[config.mk]
export PLATFORM = sky130hd
export DESIGN_NAME = ttec_mul
export DESIGN_NICKNAME = d
export VERILOG_FILES = /design/src/hdl/ttec_pkg.sv /design/src/hdl/ttec_mul.sv
export SDC_FILE = /design/constraint.sdc
export NUM_CORES = 2
export LEC_CHECK = 0
export ABC_AREA = 1
export ABC_CLOCK_PERIOD_IN_PS = 13450
export BUFFER_PORTS_ARGS = -buffer_cell sky130_fd_sc_hd__clkbuf_2
export CAP_MARGIN = 20
export CORE_MARGIN = 2
export CORE_UTILIZATION = 55
export CTS_BUF_LIST = sky130_fd_sc_hd__clkbuf_4 sky130_fd_sc_hd__clkbuf_8
export CTS_CLUSTER_DIAMETER = 120
export DETAILED_ROUTE_END_ITERATION = 8
export PLACE_DENSITY = 0.69
export SLEW_MARGIN = 20
export SYNTH_ARGS = -nofsm -noshare
export SYNTH_HDL_FRONTEND = slang
export SYNTH_SLANG_ARGS = --single-unit
export TNS_END_PERCENT = 1
[constraint.sdc]
create_clock -name i_clk -period 13.45 [get_ports i_clk]
set_input_delay 1.345 -clock i_clk [delete_from_list [all_inputs] [get_ports i_clk]]
set_output_delay 1.345 -clock i_clk [all_outputs]
set_load 0.05 [all_outputs]
[src/hdl/ttec_pkg.sv]
// ---------------------------------------------------------------------------
// ttec_pkg
// Shared constants, types and the quarter-wave sine table of the chorus.
// ---------------------------------------------------------------------------
package ttec_pkg;

    localparam int RING_DEPTH       = 1024;
    localparam int SAMPLE_BITS      = 24;
    localparam int PHASE_BITS       = 24;
    localparam int SINE_TABLE_DEPTH = 256;

    localparam int RING_AW = $clog2(RING_DEPTH);
    localparam int SINE_AW = $clog2(SINE_TABLE_DEPTH);
    localparam int SINE_IW = SINE_AW + 1;

    localparam int CFG_IDX_W  = 3;
    localparam int CFG_DATA_W = 20;
    localparam int COEF_W     = 18;
    localparam int STEP_W     = 20;
    localparam int CENTER_W   = 17;

    localparam logic [CFG_IDX_W-1:0] CFG_C1     = 3'd0;
    localparam logic [CFG_IDX_W-1:0] CFG_C2     = 3'd1;
    localparam logic [CFG_IDX_W-1:0] CFG_D0     = 3'd2;
    localparam logic [CFG_IDX_W-1:0] CFG_FSTEP  = 3'd3;
    localparam logic [CFG_IDX_W-1:0] CFG_SSTEP  = 3'd4;
    localparam logic [CFG_IDX_W-1:0] CFG_CENTER = 3'd5;

    localparam logic [COEF_W-1:0]   C1_RST     = 18'd138936;
    localparam logic [COEF_W-1:0]   C2_RST     = 18'd48431;
    localparam logic [COEF_W-1:0]   D0_RST     = 18'd25690;
    localparam logic [STEP_W-1:0]   FSTEP_RST  = 20'd1992;
    localparam logic [STEP_W-1:0]   SSTEP_RST  = 20'd175;
    localparam logic [CENTER_W-1:0] CENTER_RST = 17'd24576;

    // shared multiplier operand widths
    localparam int MUL_AW = (SAMPLE_BITS + 3 > 33) ? SAMPLE_BITS + 3 : 33;
    localparam int MUL_BW = SAMPLE_BITS + 4;
    localparam int MUL_PW = MUL_AW + MUL_BW;

    // reciprocal of 3, exact for magnitudes below 2^(SAMPLE_BITS+1)
    localparam int RECIP_SH = SAMPLE_BITS + 3;
    localparam longint RECIP3 = ((64'sd1 <<< RECIP_SH) + 2) / 3;

    localparam logic [15:0] FAST_W [0:2] = '{16'd13304, 16'd16253, 16'd16515};
    localparam logic [15:0] SLOW_W [0:2] = '{16'd41615, 16'd48824, 16'd39911};

    localparam logic [PHASE_BITS-1:0] TAP_OFF [0:2] = '{
        PHASE_BITS'(0),
        PHASE_BITS'((64'd1 << PHASE_BITS) / 3),
        PHASE_BITS'(((64'd1 << PHASE_BITS) * 2) / 3)
    };

    localparam longint HALF_PI_Q30 = 64'sd1686629713;
    localparam longint Q30_ONE     = 64'sd1073741824;

    // Taylor series denominators (2n)(2n+1)
    localparam longint SER_D1 = 64'sd6;
    localparam longint SER_D2 = 64'sd20;
    localparam longint SER_D3 = 64'sd42;
    localparam longint SER_D4 = 64'sd72;
    localparam longint SER_D5 = 64'sd110;
    localparam longint SER_D6 = 64'sd156;

    typedef logic [16:0] t_sine_tab [0:SINE_TABLE_DEPTH];

    typedef struct packed {
        logic                     en;
        logic signed [MUL_AW-1:0] a;
        logic signed [MUL_BW-1:0] b;
    } t_mul_req;

    typedef struct packed {
        logic                   we;
        logic [RING_AW-1:0]     waddr;
        logic [SAMPLE_BITS-1:0] wdata;
        logic                   re;
        logic [RING_AW-1:0]     raddr;
    } t_ring_req;

    // Q30 Taylor series, evaluated at elaboration only
    function automatic t_sine_tab build_sine();
        t_sine_tab tab;
        longint x;
        longint x2;
        longint term;
        longint sum;
        for (int k = 0; k <= SINE_TABLE_DEPTH; k++) begin
            x    = HALF_PI_Q30 * k / SINE_TABLE_DEPTH;
            x2   = x * x / Q30_ONE;
            term = x;
            sum  = x;
            term = -((term * x2 / Q30_ONE) / SER_D1);
            sum  = sum + term;
            term = -((term * x2 / Q30_ONE) / SER_D2);
            sum  = sum + term;
            term = -((term * x2 / Q30_ONE) / SER_D3);
            sum  = sum + term;
            term = -((term * x2 / Q30_ONE) / SER_D4);
            sum  = sum + term;
            term = -((term * x2 / Q30_ONE) / SER_D5);
            sum  = sum + term;
            term = -((term * x2 / Q30_ONE) / SER_D6);
            sum  = sum + term;
            if (sum < 0) sum = 0;
            if (sum > Q30_ONE) sum = Q30_ONE;
            tab[k] = 17'((sum + 8192) >>> 14);
        end
        return tab;
    endfunction

    localparam t_sine_tab SINE_TAB = build_sine();

    function automatic logic signed [17:0] sine_q16(input logic [PHASE_BITS-1:0] ph);
        logic [1:0]         quad;
        logic [SINE_IW-1:0] idx;
        logic signed [17:0] v;
        quad = ph[PHASE_BITS-1 -: 2];
        idx  = {1'b0, ph[PHASE_BITS-3 -: SINE_AW]};
        if (quad[0]) idx = SINE_IW'(SINE_TABLE_DEPTH) - idx;
        v = $signed({1'b0, SINE_TAB[idx]});
        return quad[1] ? -v : v;
    endfunction

endpackage

[src/hdl/ttec_mul.sv]
// ---------------------------------------------------------------------------
// ttec_mul
// Shared signed multiplier with registered product.
// ---------------------------------------------------------------------------
module ttec_mul (
    input  logic                                  i_clk,
    input  ttec_pkg::t_mul_req                    i_req,
    output logic signed [ttec_pkg::MUL_PW-1:0]    o_prod
);

    logic signed [ttec_pkg::MUL_PW-1:0] r_prod;

    always_ff @(posedge i_clk) begin
        if (i_req.en) begin
            r_prod <= i_req.a * i_req.b;
        end
    end

    assign o_prod = r_prod;

endmodule

==> results.py <==
metrics = {
    "die": {
        "io-pin-count": 124,
        "coreArea_mm2": 0.0669,
        "die_h_um": 263,
        "initial_core_util_pct": 55.3,
        "dieArea_mm2": 0.0694,
        "die_w_um": 263,
        "num_rows": 95,
    },
    "clocking": {
        "clk_path_buf_depth": 2,
        "cts_buffers": 9,
        "cts_hold_buf": 0,
        "htree_levels": 3,
        "cts_setup_buffers": 0,
        "root_buffer": "clkbuf_8",
        "clkSinkCount": 61,
        "cts-resized-gates": 0,
        "clk_pin_slew_ps": 90,
        "cts_tree": "yes",
    },
    "job": {
        "drv_cap": 0,
    },
    "sta": {
        "setup_violations": 0,
        "finalCritPeriodShare_pct": 64.9,
        "maxSlewViolCount": 0,
        "tns_ps": 0,
        "slew_headroom_pct": 23.4,
        "final_hold_viol_count": 0,
        "rsz0062_at_grt": "no",
        "worst_slew_pin_slew_ps": 1150,
        "fin_crit_ps": 8730,
        "fmax_mhz": 114,
    },
    "placement": {
        "dp_hpwl_um": 82400,
        "portBuffers": 123,
        "dpl_cell_area_mm2": 0.0381,
        "gp_congestion": 0.923,
    },
    "finish": {
        "nFillCells": 6281,
        "multiInputGateArea_mm2": 0.0285,
        "area_delta_synth_final_pct": 3.59,
        "seqCellArea_mm2": 0.00183,
        "drive_above_1_share_pct": 4.24,
        "final_cell_mix": "1564 x inv_1, 1296 x nand2_1, 953 x fa_1",
        "diodes": 0,
        "largest_register_ffs": 61,
        "layout.nets": 5834,
        "fin_area_mm2": 0.0383,
        "final_common_cell": "inv_1",
    },
    "grt": {
        "track_usage_pct": 31.2,
        "grt_start_max_net_pins": 62,
        "grt_antenna_before_repair": 2,
        "grt_overflow": 0,
        "grt_pass1_wl_um": 166000,
        "first_global_vias": 30603,
    },
    "logic_synthesis": {
        "yosysTopAreaCell": "fa_1",
        "synth-seq-cells": 61,
        "synth_seq_area_share_pct": 4.95,
        "synthesis.nets": 5883,
        "ys_warn_count": 0,
        "synth_top_area_share_pct": 51.6,
        "synth_area_leaders": "fa_1 52%, inv_1 16%, nand2_1 13%",
        "synthesis.area_mm2": 0.0370,
        "ys_types": 35,
        "syn_inst": 4672,
        "syn_avg_cell_area_um2": 7.92,
    },
    "detailed_routing": {
        "drt-total-wl_um": 103000,
        "wl_per_cell_um": 18.8,
        "antenna_left": 0,
        "drt_iter0_markers": 1903,
        "drc": 0,
        "firstDrtPassIters": 5,
        "via_count": 28243,
        "viasPerCell": 5.13,
    },
    "worst_setup_path": {
        "path_class": "in2reg",
        "cp-end-kind": "flip-flop",
        "worstPathCellList": "clkbuf_2, nand2_1, fa_1, inv_1, fa_1, fa_1, inv_1, fa_1, inv_1, fa_1, fa_1, inv_1, fa_1, inv_1, ha_1, ha_1, nand2_1, nor2_1, nand2_1, nor2_1, nor3b_2, nand2_1, nand4_1, nand2_1",
        "crit_path_frequent_cell": "fa_1",
        "worstPathRequired_ps": 13580,
        "slowest_stage": "fa_1",
        "critical-path-max-stage-delay_ps": 770,
        "setup.worst_path.start_class": "primary input",
        "crit_arrival_ps": 8870,
        "cp_max_fo": 33,
    },
    "status": {
        "status": "finished, final reports clean",
    },
    "min_path": {
        "hp-class": "in2reg",
    },
}
[layer usage]
metal  wire [um]  vias up  share of wire [%]  track usage, %
met5          22        -              0.021               0
met2       51800     1018                 50            54.1
li1            -    12660                  -               -
met4        4860        4                4.7            12.5
met1       40300    14272                 39            40.1
met3        6510      289                6.3            3.75
[final cells by class]
cell class	instances	area share [%]
clock buffer	9	0.323
clock inverter	7	0.215
inverter	1564	15.3
multi-input combinational	2837	74.4
sequential	61	4.78
tap	873	2.85
timing repair buffer	150	2.14
[synth_stat cells (all sizes together)]
cell type,number
and2,4
nand3b,5
xor2,27
inv,1564
nand2,1300
xnor2,11
a21o,3
or2,13
nor3,5
buf,37
clkbuf,173
o21ai,24
nor4,5
o21bai,16
fa,953
and3,1
nand4,21
edfxtp,61
ha,195
nor3b,1
a21oi,64
nor2,131
nand3,56
nand2b,2
[worst paths after layout]
| check | start | end | slack [ps] | cells past startpoint |
|---|---|---|---|---|
| setup / recovery | i_req[4] | o_prod[47] | 4720 | 24 |
| hold / removal | i_req[28] | o_prod[0] | 1600 | 4 |
[worst max-delay path, delay by kind of cell]
kind                     cells  cell delay [ps]
AND/OR/NAND/NOR              9             1410
adder cells (fa/ha/maj)      9             4520
buffers and inverters        6             1570
[stage by stage]
step | utilization, % | cells | hold WS (ps) | setup slack (ps)
2_1_floorplan | - | 4672 | 1460 | 5360
3_3_place_gp | 57.0 | 5485 | 1910 | 4420
3_5_place_dp | 57.0 | 5485 | 1910 | 4330
4_1_cts | 57.3 | 5501 | 1590 | 4710
5_1_grt | 57.3 | 5501 | 1630 | 4130
6_report | 57.3 | 5501 | 1600 | 4720
[logic make-up (layout without fill, tap and decap cells)]
group | Yosys count | in the layout | synth area share, %
AND/OR/NAND/NOR | 1544 | 1544 | 16.4
buffers and inverters | 1774 | 1730 | 18.0
flip-flops | 61 | 61 | 4.95
AO/OA/AOI/OAI | 107 | 107 | 1.60
XOR/XNOR | 38 | 38 | 0.900
adder cells (fa/ha/maj) | 1148 | 1148 | 58.2
Power is not shown: default switching activity piles up to over one toggle a cycle in this logic, so the estimate is an artifact.
